`src/rtl/assert_macros.svh`:
```
`ifndef ASSERT_MACROS_SVH
`define ASSERT_MACROS_SVH

// same-cycle implication, checked outside reset
`define DIP_ASSERT_IMP(name, clk, rst, lhs, rhs, msg) \
   name: assert property (@(posedge clk) disable iff (rst) (lhs) |-> (rhs)) else $error(msg);

// next-cycle implication, checked outside reset
`define DIP_ASSERT_NXT(name, clk, rst, lhs, rhs, msg) \
   name: assert property (@(posedge clk) disable iff (rst) (lhs) |=> (rhs)) else $error(msg);

`endif

```
`src/rtl/dip_pkg.sv`:
```
package dip_pkg;

   localparam logic [63:0] ONE_C      = 64'h3FF0_0000_0000_0000;
   localparam logic [63:0] POS_INF_C  = 64'h7FF0_0000_0000_0000;
   localparam logic [63:0] DEF_NAN_C  = 64'hFFF8_0000_0000_0000;
   localparam logic [63:0] QUIET_C    = 64'h0008_0000_0000_0000;
   localparam logic [62:0] NEG_LIM_C  = 63'h3EB0_C6F7_A0B5_ED8D; // |-1e-6|
   localparam logic [62:0] POS_LIM_C  = 63'h3E7A_D7F2_9ABC_AF48; // 1e-7
   localparam logic [10:0] EXP_MAX_C  = 11'h7FF;

   typedef enum logic [0:0] {
      OP_MUL,
      OP_RECIP
   } fpu_op_type;

   typedef struct packed {
      logic       start;
      fpu_op_type op;
   } fpu_ctl_type;

   typedef struct packed {
      logic busy;
      logic done;
   } fpu_sts_type;

   typedef enum logic [2:0] {
      F_IDLE,
      F_MUL,
      F_PRE,
      F_DIV,
      F_NORM,
      F_SUB,
      F_ROUND
   } fpu_state_type;

   typedef enum logic [3:0] {
      S_IDLE,
      S_SCAN,
      S_SQ,
      S_SQ_W,
      S_MB,
      S_MB_W,
      S_POST,
      S_RCP_W,
      S_FIN
   } top_state_type;

endpackage

```
`src/rtl/dip_if.sv`:
```
interface dip_req_if;
   logic               valid;
   logic               ready;
   logic        [63:0] base_value;
   logic signed [31:0] exponent_value;

   modport source (output valid, output base_value, output exponent_value, input ready);
   modport sink   (input valid, input base_value, input exponent_value, output ready);
endinterface

interface dip_rsp_if;
   logic        valid;
   logic        ready;
   logic [63:0] power_result;

   modport source (output valid, output power_result, input ready);
   modport sink   (input valid, input power_result, output ready);
endinterface

```
`src/rtl/dip_fpu.sv`:
```
`include "assert_macros.svh"

module dip_fpu import dip_pkg::*; (
   input  logic        clock,
   input  logic        reset,
   input  fpu_ctl_type ctl,
   input  logic [63:0] opa,
   input  logic [63:0] opb,
   output fpu_sts_type sts,
   output logic [63:0] result
);

   fpu_state_type      state_ff, state_in;
   logic               sign_ff, sign_in;
   logic [52:0]        ma_ff, ma_in;
   logic [52:0]        mb_ff, mb_in;
   logic signed [13:0] er_ff, er_in;
   logic [105:0]       prod_ff, prod_in;
   logic [53:0]        rem_ff, rem_in;
   logic [5:0]         cnt_ff, cnt_in;
   logic [63:0]        res_ff, res_in;
   logic               done_ff, done_in;

   logic        nan_a, nan_b, inf_a, inf_b, zero_a, zero_b;
   logic [10:0] ea, eb;
   logic [52:0] mant_a, mant_b;
   logic [26:0] pp_x, pp_y;
   logic [53:0] pp;
   logic [105:0] pp_sh;
   logic        div_ge;
   logic [53:0] div_diff;
   logic [52:0] rnd_m;
   logic        rnd_inc;
   logic [53:0] rnd_mr;
   logic [52:0] rnd_mn;
   logic signed [13:0] rnd_en;
   logic [10:0] rnd_ef;

   always_comb begin
      nan_a  = (opa[62:52] == EXP_MAX_C) && (opa[51:0] != '0);
      nan_b  = (opb[62:52] == EXP_MAX_C) && (opb[51:0] != '0);
      inf_a  = (opa[62:52] == EXP_MAX_C) && (opa[51:0] == '0);
      inf_b  = (opb[62:52] == EXP_MAX_C) && (opb[51:0] == '0);
      zero_a = (opa[62:0] == '0);
      zero_b = (opb[62:0] == '0);
      ea     = (opa[62:52] == '0) ? 11'd1 : opa[62:52];
      eb     = (opb[62:52] == '0) ? 11'd1 : opb[62:52];
      mant_a = {(opa[62:52] != '0), opa[51:0]};
      mant_b = {(opb[62:52] != '0), opb[51:0]};

      pp_x = cnt_ff[1] ? {1'b0, ma_ff[52:27]} : ma_ff[26:0];
      pp_y = cnt_ff[0] ? {1'b0, mb_ff[52:27]} : mb_ff[26:0];
      pp   = pp_x * pp_y;
      case (cnt_ff[1:0])
         2'd0:    pp_sh = {52'b0, pp};
         2'd3:    pp_sh = {pp[51:0], 54'b0};
         default: pp_sh = {25'b0, pp, 27'b0};
      endcase

      div_ge   = rem_ff >= {1'b0, ma_ff};
      div_diff = div_ge ? (rem_ff - {1'b0, ma_ff}) : rem_ff;

      rnd_m   = prod_ff[105:53];
      rnd_inc = prod_ff[52] & ((|prod_ff[51:0]) | rnd_m[0]);
      rnd_mr  = {1'b0, rnd_m} + {53'b0, rnd_inc};
      rnd_mn  = rnd_mr[53] ? rnd_mr[53:1] : rnd_mr[52:0];
      rnd_en  = er_ff + (rnd_mr[53] ? 14'sd1 : 14'sd0);
      rnd_ef  = rnd_mn[52] ? rnd_en[10:0] : 11'd0;
   end

   always_comb begin
      state_in = state_ff;
      sign_in  = sign_ff;
      ma_in    = ma_ff;
      mb_in    = mb_ff;
      er_in    = er_ff;
      prod_in  = prod_ff;
      rem_in   = rem_ff;
      cnt_in   = cnt_ff;
      res_in   = res_ff;
      done_in  = 1'b0;
      case (state_ff)
         F_IDLE: begin
            if (ctl.start) begin
               if (ctl.op == OP_MUL) begin
                  sign_in = opa[63] ^ opb[63];
                  if (nan_a) begin
                     res_in = opa | QUIET_C;  done_in = 1'b1;
                  end else if (nan_b) begin
                     res_in = opb | QUIET_C;  done_in = 1'b1;
                  end else if ((inf_a && zero_b) || (zero_a && inf_b)) begin
                     res_in = DEF_NAN_C;      done_in = 1'b1;
                  end else if (inf_a || inf_b) begin
                     res_in = {opa[63] ^ opb[63], POS_INF_C[62:0]};  done_in = 1'b1;
                  end else if (zero_a || zero_b) begin
                     res_in = {opa[63] ^ opb[63], 63'b0};  done_in = 1'b1;
                  end else begin
                     ma_in    = mant_a;
                     mb_in    = mant_b;
                     er_in    = $signed({3'b0, ea}) + $signed({3'b0, eb}) - 14'sd1022;
                     prod_in  = '0;
                     cnt_in   = '0;
                     state_in = F_MUL;
                  end
               end else begin
                  sign_in = opa[63];
                  if (nan_a) begin
                     res_in = opa | QUIET_C;  done_in = 1'b1;
                  end else if (inf_a) begin
                     res_in = {opa[63], 63'b0};  done_in = 1'b1;
                  end else if (zero_a) begin
                     res_in = {opa[63], POS_INF_C[62:0]};  done_in = 1'b1;
                  end else begin
                     ma_in    = mant_a;
                     er_in    = $signed({3'b0, ea});
                     state_in = F_PRE;
                  end
               end
            end
         end
         F_MUL: begin
            prod_in = prod_ff + pp_sh;
            cnt_in  = cnt_ff + 6'd1;
            if (cnt_ff[1:0] == 2'd3) begin
               state_in = F_NORM;
            end
         end
         F_PRE: begin
            if (ma_ff[52]) begin
               er_in    = 14'sd2046 - er_ff;
               rem_in   = {2'b01, 52'b0};
               cnt_in   = '0;
               state_in = F_DIV;
            end else begin
               ma_in = {ma_ff[51:0], 1'b0};
               er_in = er_ff - 14'sd1;
            end
         end
         F_DIV: begin
            rem_in  = {div_diff[52:0], 1'b0};
            prod_in = {prod_ff[104:0], div_ge};
            cnt_in  = cnt_ff + 6'd1;
            if (cnt_ff == 6'd55) begin
               prod_in  = {prod_ff[54:0], div_ge, 49'b0, (div_diff != '0)};
               state_in = F_NORM;
            end
         end
         F_NORM: begin
            if (!prod_ff[105] && (er_ff > 14'sd1)) begin
               prod_in = {prod_ff[104:0], 1'b0};
               er_in   = er_ff - 14'sd1;
            end else begin
               state_in = F_SUB;
            end
         end
         F_SUB: begin
            if (er_ff < 14'sd1) begin
               if (er_ff < -14'sd56) begin
                  prod_in = {105'b0, (prod_ff != '0)};
                  er_in   = 14'sd1;
               end else begin
                  prod_in = {1'b0, prod_ff[105:2], prod_ff[1] | prod_ff[0]};
                  er_in   = er_ff + 14'sd1;
               end
            end else begin
               state_in = F_ROUND;
            end
         end
         F_ROUND: begin
            if (rnd_en >= 14'sd2047) begin
               res_in = {sign_ff, POS_INF_C[62:0]};
            end else begin
               res_in = {sign_ff, rnd_ef, rnd_mn[51:0]};
            end
            done_in  = 1'b1;
            state_in = F_IDLE;
         end
         default: state_in = F_IDLE;
      endcase
   end

   always_ff @(posedge clock) begin
      if (reset) begin
         state_ff <= F_IDLE;
         done_ff  <= 1'b0;
      end else begin
         state_ff <= state_in;
         done_ff  <= done_in;
      end
      sign_ff <= sign_in;
      ma_ff   <= ma_in;
      mb_ff   <= mb_in;
      er_ff   <= er_in;
      prod_ff <= prod_in;
      rem_ff  <= rem_in;
      cnt_ff  <= cnt_in;
      res_ff  <= res_in;
   end

   assign sts.busy = (state_ff != F_IDLE);
   assign sts.done = done_ff;
   assign result   = res_ff;

   `DIP_ASSERT_IMP(a_div_norm, clock, reset, state_ff == F_DIV, ma_ff[52], "divisor not normalized")
   `DIP_ASSERT_IMP(a_rnd_norm, clock, reset, state_ff == F_ROUND,
                   prod_ff[105] || (er_ff == 14'sd1), "round with unnormalized significand")
   `DIP_ASSERT_NXT(a_start_ack, clock, reset, ctl.start, sts.busy || sts.done,
                   "start neither taken nor answered")

endmodule

```
`src/rtl/double_integer_power.sv`:
```
// Raises an IEEE double base to a signed 32-bit integer power by square and
// multiply, one item at a time; req_chan.ready is high only while the block is
// idle, and the result waits in an output register so the next item may enter.
// Zero exponent, exponent one and the small-base negative-exponent case go
// straight to the output without the double unit. Otherwise the exponent is
// scanned one bit a cycle from bit 31 to its top set bit, then each lower bit
// costs one squaring plus, if set, a multiply by the base, all on one shared
// double unit; a multiply forms four 27x27 partial products, then normalizes
// (with extra shifting when subnormals are involved) and rounds. A negative
// exponent adds a reciprocal (56-step restoring divide) unless the power is zero.
`include "assert_macros.svh"

module double_integer_power import dip_pkg::*; (
   input logic           clock,
   input logic           reset,
   dip_req_if.sink       req_chan,
   dip_rsp_if.source     rsp_chan
);

   top_state_type state_ff, state_in;
   logic [63:0]   base_ff, base_in;
   logic [63:0]   acc_ff, acc_in;
   logic [31:0]   mag_ff, mag_in;
   logic          neg_ff, neg_in;
   logic [4:0]    idx_ff, idx_in;
   logic [63:0]   out_ff, out_in;
   logic          out_valid_ff, out_valid_in;

   fpu_ctl_type   fpu_ctl;
   fpu_sts_type   fpu_sts;
   logic [63:0]   fpu_opb;
   logic [63:0]   fpu_res;
   logic          small_base;
   logic [63:0]   in_base;
   logic [31:0]   in_exp;

   dip_fpu u_fpu (
      .clock  (clock),
      .reset  (reset),
      .ctl    (fpu_ctl),
      .opa    (acc_ff),
      .opb    (fpu_opb),
      .sts    (fpu_sts),
      .result (fpu_res)
   );

   assign fpu_opb = (state_ff == S_MB) ? base_ff : acc_ff;

   always_comb begin
      in_base    = req_chan.base_value;
      in_exp     = req_chan.exponent_value;
      small_base = in_base[63] ? (in_base[62:0] < NEG_LIM_C) : (in_base[62:0] < POS_LIM_C);

      state_in     = state_ff;
      base_in      = base_ff;
      acc_in       = acc_ff;
      mag_in       = mag_ff;
      neg_in       = neg_ff;
      idx_in       = idx_ff;
      out_in       = out_ff;
      out_valid_in = out_valid_ff && !rsp_chan.ready;
      fpu_ctl.start = 1'b0;
      fpu_ctl.op    = OP_MUL;
      req_chan.ready = (state_ff == S_IDLE);

      case (state_ff)
         S_IDLE: begin
            if (req_chan.valid) begin
               base_in = in_base;
               neg_in  = in_exp[31];
               mag_in  = in_exp[31] ? (32'd0 - in_exp) : in_exp;
               idx_in  = 5'd31;
               if (in_exp[31] && small_base) begin
                  acc_in   = '0;
                  state_in = S_FIN;
               end else if (in_exp == 32'd0) begin
                  acc_in   = ONE_C;
                  state_in = S_FIN;
               end else if (in_exp == 32'd1) begin
                  acc_in   = in_base;
                  state_in = S_FIN;
               end else begin
                  state_in = S_SCAN;
               end
            end
         end
         S_SCAN: begin
            idx_in = idx_ff - 5'd1;
            if (mag_ff[idx_ff]) begin
               acc_in   = base_ff;
               state_in = (idx_ff == 5'd0) ? S_POST : S_SQ;
            end
         end
         S_SQ: begin
            fpu_ctl.start = 1'b1;
            state_in      = S_SQ_W;
         end
         S_SQ_W: begin
            if (fpu_sts.done) begin
               acc_in = fpu_res;
               if (mag_ff[idx_ff]) begin
                  state_in = S_MB;
               end else begin
                  idx_in   = idx_ff - 5'd1;
                  state_in = (idx_ff == 5'd0) ? S_POST : S_SQ;
               end
            end
         end
         S_MB: begin
            fpu_ctl.start = 1'b1;
            state_in      = S_MB_W;
         end
         S_MB_W: begin
            if (fpu_sts.done) begin
               acc_in   = fpu_res;
               idx_in   = idx_ff - 5'd1;
               state_in = (idx_ff == 5'd0) ? S_POST : S_SQ;
            end
         end
         S_POST: begin
            if (!neg_ff) begin
               state_in = S_FIN;
            end else if (acc_ff[62:0] == '0) begin
               acc_in   = {acc_ff[63], POS_INF_C[62:0]};
               state_in = S_FIN;
            end else begin
               fpu_ctl.start = 1'b1;
               fpu_ctl.op    = OP_RECIP;
               state_in      = S_RCP_W;
            end
         end
         S_RCP_W: begin
            if (fpu_sts.done) begin
               acc_in   = fpu_res;
               state_in = S_FIN;
            end
         end
         S_FIN: begin
            if (!out_valid_ff || rsp_chan.ready) begin
               out_in       = acc_ff;
               out_valid_in = 1'b1;
               state_in     = S_IDLE;
            end
         end
         default: state_in = S_IDLE;
      endcase
   end

   always_ff @(posedge clock) begin
      if (reset) begin
         state_ff     <= S_IDLE;
         out_valid_ff <= 1'b0;
      end else begin
         state_ff     <= state_in;
         out_valid_ff <= out_valid_in;
      end
      base_ff <= base_in;
      acc_ff  <= acc_in;
      mag_ff  <= mag_in;
      neg_ff  <= neg_in;
      idx_ff  <= idx_in;
      out_ff  <= out_in;
   end

   assign rsp_chan.valid        = out_valid_ff;
   assign rsp_chan.power_result = out_ff;

   `DIP_ASSERT_IMP(a_fpu_free, clock, reset, fpu_ctl.start, !fpu_sts.busy,
                   "shared unit started while busy")
   `DIP_ASSERT_IMP(a_done_wait, clock, reset, fpu_sts.done,
                   (state_ff == S_SQ_W) || (state_ff == S_MB_W) || (state_ff == S_RCP_W),
                   "unit result with no waiting step")
   `DIP_ASSERT_NXT(a_rsp_hold, clock, reset, rsp_chan.valid && !rsp_chan.ready,
                   rsp_chan.valid && (rsp_chan.power_result == $past(rsp_chan.power_result)),
                   "result item changed while stalled")

endmodule
```
`src/flat_wrapper.sv`:
```
// flat-port wrapper written by rule: the top's interface ports become plain ports
module double_integer_power_flat import dip_pkg::*;
  (clock, reset, req_chan_valid, req_chan_base_value, req_chan_exponent_value, req_chan_ready, rsp_chan_valid, rsp_chan_power_result, rsp_chan_ready);
  dip_req_if req_chan_i ();
  dip_rsp_if rsp_chan_i ();
  input logic clock;
  input logic reset;
  input wire logic [$bits(req_chan_i.valid)-1:0] req_chan_valid;
  input wire logic [$bits(req_chan_i.base_value)-1:0] req_chan_base_value;
  input wire logic [$bits(req_chan_i.exponent_value)-1:0] req_chan_exponent_value;
  output wire logic [$bits(req_chan_i.ready)-1:0] req_chan_ready;
  output wire logic [$bits(rsp_chan_i.valid)-1:0] rsp_chan_valid;
  output wire logic [$bits(rsp_chan_i.power_result)-1:0] rsp_chan_power_result;
  input wire logic [$bits(rsp_chan_i.ready)-1:0] rsp_chan_ready;
  assign req_chan_i.valid = req_chan_valid;
  assign req_chan_i.base_value = req_chan_base_value;
  assign req_chan_i.exponent_value = req_chan_exponent_value;
  assign req_chan_ready = req_chan_i.ready;
  assign rsp_chan_valid = rsp_chan_i.valid;
  assign rsp_chan_power_result = rsp_chan_i.power_result;
  assign rsp_chan_i.ready = rsp_chan_ready;
  double_integer_power u_core (.clock(clock), .reset(reset), .req_chan(req_chan_i), .rsp_chan(rsp_chan_i));
endmodule
```
`config.mk`:
```
export PLATFORM = sky130hd
export DESIGN_NAME = double_integer_power_flat
export DESIGN_NICKNAME = d
export VERILOG_FILES = /design/src/rtl/dip_pkg.sv /design/src/rtl/dip_if.sv /design/src/rtl/dip_fpu.sv /design/src/rtl/double_integer_power.sv /design/src/flat_wrapper.sv
export VERILOG_INCLUDE_DIRS = /design/src /design/src/rtl
export SDC_FILE = /design/constraint.sdc
export NUM_CORES = 2
export LEC_CHECK = 0
export ABC_AREA = 1
export BUFFER_PORTS_ARGS = -buffer_cell sky130_fd_sc_hd__buf_2
export CAP_MARGIN = 25
export CORE_UTILIZATION = 45
export CTS_CLUSTER_DIAMETER = 60
export DETAILED_ROUTE_END_ITERATION = 10
export GPL_TIMING_DRIVEN = 0
export PLACE_DENSITY_LB_ADDON = 0.08
export SLEW_MARGIN = 15
export SYNTH_ARGS = -nofsm -noshare
export SYNTH_HDL_FRONTEND = slang
export SYNTH_SLANG_ARGS = --single-unit
```
`constraint.sdc`:
```
create_clock -name clock -period 8.4 [get_ports clock]
set_input_delay 0.84 -clock clock [delete_from_list [all_inputs] [get_ports clock]]
set_output_delay 0.84 -clock clock [all_outputs]
set_load 0.005 [all_outputs]
```
==> out/summary.txt <==
Status: complete, but fails checks
Violated checks: negative setup slack
Num ports: 166
Count of endpoints failing setup in the final report: 92
Worst flop-to-flop path startpoint: u_core.u_fpu.cnt_ff[0]$_SDFFCE_PP0P_
Routed vias/inst: 5.94
Instance count of the mapped netlist: 9153
Pin count of the biggest net entering global routing: 44
Core Util, Final: 58.0%
Proportion of synthesized area in mux cells: 0%
Hold Fails Final Rpt: 0
Arr. time, crit path: 10.33 ns
Setup Slack @ Placement: -3.84 ns
Final Net Count: 11000
Sequential area share after synthesis: 25.4%
Effective utilization at floorplan: 45.5%
Sinks on the clock net: 589
Inst Count DP: 11400
Reg area: 0.0176 mm^2
Crit-path max FO: 8
Xor/xnor cell area share of the yosys netlist: 2.48%
Arithmetic-cell share of the synthesized area counting full adders, half adders and majority gates: 25.1%
Min-Delay Path Class: in2reg
Area of the die: 0.155 mm^2
H-tree levels: 3
Post-Synthesis Cell Area: 0.0693 mm^2
Max frequency: 101 MHz
Total CTS buffers: 83
Share of final-layout standard cells stronger than drive strength 1: 22.0%
Tot GR Track Use: 41.3%
Reg2reg end: u_core.u_fpu.prod_ff[93]$_DFFE_PP_
Clock tree root driver cell: clkbuf_16
Setup Skew: 0.101 ns
Synth Area per Inst: 7.57 um^2
Cell area after placement: 0.0746 mm^2
Required arrival time at the worst endpoint: 8.86 ns
Final Critical Period: 9.87 ns
R2R depth: 44
Clock-pin slew reported for the worst setup and hold paths after clock tree synthesis: 0.06 ns
Number of input and output port buffers inserted: 164
Area taken by multi-input logic gates: 0.0502 mm^2
Unrepaired setup endpoints after global routing: yes
Remaining antenna violation count after routing: 0
Number of fill cells: 14100
Crit end category: register
Max-cap violations: 0
Main combinational cell family by area after synthesis: adder cells
DPL Wire Length: 264 mm
Via count of the first global-routing pass: 68900
Overall routed net length: 330 mm
Register-to-Register Setup Slack: -1.47 ns
Maximum buffer depth of the clock tree: 3
Final GP Congestion: 1.09
Initial antenna violation count: 5
Count of warnings emitted by yosys: 0
HP Start: req_chan_exponent_value[31]
Hold path cells: 1
Tcrit/Tclk final: 117%
Global-route wire length before repair: 467 mm
Per-cell routed wire length: 27.5 um
Core footprint: 0.152 mm^2
Clock tree from TritonCTS: yes
Library cell contributing the largest single delay on the critical path: fa_1
Total of flip-flops plus latches after synthesis: 589
Sort of element at the start of the critical path: register
Number of search-and-repair iterations in the first detailed-routing pass: 10
Max-Slew Margin vs Limit: 11.6%
Post-Layout Cell Count: 12000
Worst Slack Setup Final: -1.47 ns
Clock latency of the later-clocked register in the worst-skew pair: 0.75 ns
Number of slew-limit violations in the final report: 0
Capture endpoint of the worst hold path: u_core.neg_ff$_DFFE_PP_
Final design instance area without fill: 0.0883 mm^2
Die Span Y: 394 um
Count of vias placed by the detailed router: 71200
FP Rows: 143
Syn nets: 10300
Number of DRC violations after detailed-routing iteration 0: 8900
Actual slew at the worst max-slew pin: 1.33 ns
Worst stage delay on the critical path: 0.60 ns
Compound-gate portion of the synthesized area: 12.5%
Count of unresolved DRC violations after routing: 0
Critical path start-end classification: reg2reg
Gr ovfl total: 0
Number of buffers inserted for hold repair after clock tree synthesis: 0
Post-synthesis share of cell area spent on and, or, nand and nor gates: 22.7%
Post-synthesis cell type count: 64
Area growth syn-to-layout: 27.5%
Floorplan die width: 394 um
-- registers in the layout, indices dropped and copies added (netlist names), 6 cells and up --
| register | flops |
|---|---|
| u_core.mag_ff | 32 |
| u_core.u_fpu.er_ff | 14 |
| u_core.acc_ff | 64 |
| u_core.u_fpu.prod_ff | 106 |
| u_core.u_fpu.result | 64 |
| u_core.u_fpu.cnt_ff | 6 |
| u_core.rsp_chan.power_result | 64 |
| u_core.base_ff | 64 |
| u_core.u_fpu.rem_ff | 53 |
| u_core.u_fpu.mb_ff | 53 |
| u_core.u_fpu.ma_ff | 53 |
-- worst max-delay path by stage --
| stage | start | endpoint | slack [ns] | depth (start not counted) |
|---|---|---|---|---|
| floorplan | u_core.u_fpu.cnt_ff[1]$_SDFFCE_PP0P_ | u_core.u_fpu.prod_ff[99]$_DFFE_PP_ | -0.10 | 48 |
| global route | u_core.u_fpu.cnt_ff[0]$_SDFFCE_PP0P_ | u_core.u_fpu.prod_ff[93]$_DFFE_PP_ | -1.66 | 49 |
| detailed placement | u_core.u_fpu.cnt_ff[0]$_SDFFCE_PP0P_ | u_core.u_fpu.prod_ff[73]$_DFFE_PP_ | -3.84 | 39 |
| CTS | u_core.u_fpu.cnt_ff[0]$_SDFFCE_PP0P_ | u_core.u_fpu.prod_ff[96]$_DFFE_PP_ | -1.39 | 42 |
| finish | u_core.u_fpu.cnt_ff[0]$_SDFFCE_PP0P_ | u_core.u_fpu.prod_ff[93]$_DFFE_PP_ | -1.47 | 44 |
| global placement | u_core.u_fpu.cnt_ff[0]$_SDFFCE_PP0P_ | u_core.u_fpu.prod_ff[88]$_DFFE_PP_ | -4.67 | 37 |
-- cell usage after synthesis (all sizes together) --
master   number  area, um^2
nor4         72         463
nor4b         1        8.76
o31ai        32         240
ha          388        4850
edfxtp      580       17400
o21a         26         195
nand4       180        1130
clkinv       32         120
or4           1        7.51
buf          64         408
xor2        157        1380
clkbuf      236         886
and3          6        37.5
a211oi        9        67.6
a22o         10        87.6
o211ai       39         293
nand2      1932        7270
a21o         20         150
xnor2        39         342
o311ai        2        17.5
o21bai       39         293
nor3        109         556
o21ai       493        2470
a2111oi       2        18.8
a31oi        51         319
o22ai       196        1340
a41oi         1        8.76
a32oi         1        8.76
or2          75         469
o221ai       53         464
a22oi        21         158
and2          2        12.5
inv        1799        6750
a21oi       437        2210
a221o         2        20.0
o41ai         1        8.76
fa          627       12600
nor2       1012        3870
nand3b       15         113
nand3       346        1770
dfxtp         9         180
a221oi        7        61.3
nor3b         3        27.5
a21boi       24         180
o2111ai       2        17.5
-- logic make-up after synthesis --
kind of cell	Yosys count
adder cells (fa/ha/maj)	1015
XOR/XNOR	196
AND/OR/NAND/NOR	3754
buffers and inverters	2131
flip-flops	589
AO/OA/AOI/OAI	1468
-- cell usage in the layout, fill, tap and decap left out, types with 74 or more instances in the layout --
master        n
buf_6        74
nor2_1      824
buf_4       357
fa_1        593
o22ai_1     146
ha_4         89
nand2_1    1771
xor2_1      131
clkbuf_1    152
o21ai_0     260
nand2_2     118
nand3_1     286
nand4_1     179
inv_1      1635
buf_2       191
a21oi_2      95
nor2_4       77
a21oi_1     301
o21ai_1     100
nor2_2      111
clkbuf_16   127
edfxtp_1    580
inv_2       145
nor3_1       87
ha_1        287
-- metrics by stage --
| stage | hold WS (ns) | setup TNS (ns) |
|---|---|---|
| after floorplan | 0.426 | -0.112 |
| after global placement | 0.468 | -1174.54 |
| after detailed placement | 0.471 | -262.83 |
| after CTS | 0.291 | -96.51 |
| after global routing | 0.314 | -119.72 |
| final | 0.322 | -101.07 |
-- final cells by class --
type | instances | share of cell area, %
Clock buffer | 96 | 2.41
Multi-Input combinational cell | 6433 | 56.9
Antenna cell | 6 | 0.0170
Timing Repair Buffer | 639 | 6.09
Tap cell | 2030 | 2.88
Sequential cell | 589 | 19.9
Buffer | 300 | 3.02
Timing Repair inverter | 1 | 0.00850
Inverter | 1831 | 8.02
Clock inverter | 53 | 0.727
-- per-layer routing --
metal	vias up	part of all wire (%)	wire, um	GRT usage (%)
met1	34900	39	128000	54.4
met2	4399	44	144000	63.1
met3	861	11	37800	10.3
met5	-	0.010	34	0
met4	6	6.0	19800	20.4
li1	31000	-	-	-
-- what timing repair did --
item / in CTS / in global routing
pin swaps: 273 / 369
setup buffers: 278 / 130
resized for setup: 963 / 757
cloned: 10 / 6
endpoints found under the setup margin: 95 / 95
-- worst max-delay path: cells and delay by family (launching register included) --
family | cells | cell delay (ns)
AO/OA/AOI/OAI | 14 | 2.28
buffers and inverters | 10 | 1.18
adder cells (fa/ha/maj) | 9 | 4.15
flip-flops | 1 | 0.34
AND/OR/NAND/NOR | 11 | 1.65
Power is left out: the tool's default activity adds up to more than one toggle a clock period on the data nets, which glitch-free logic cannot reach.
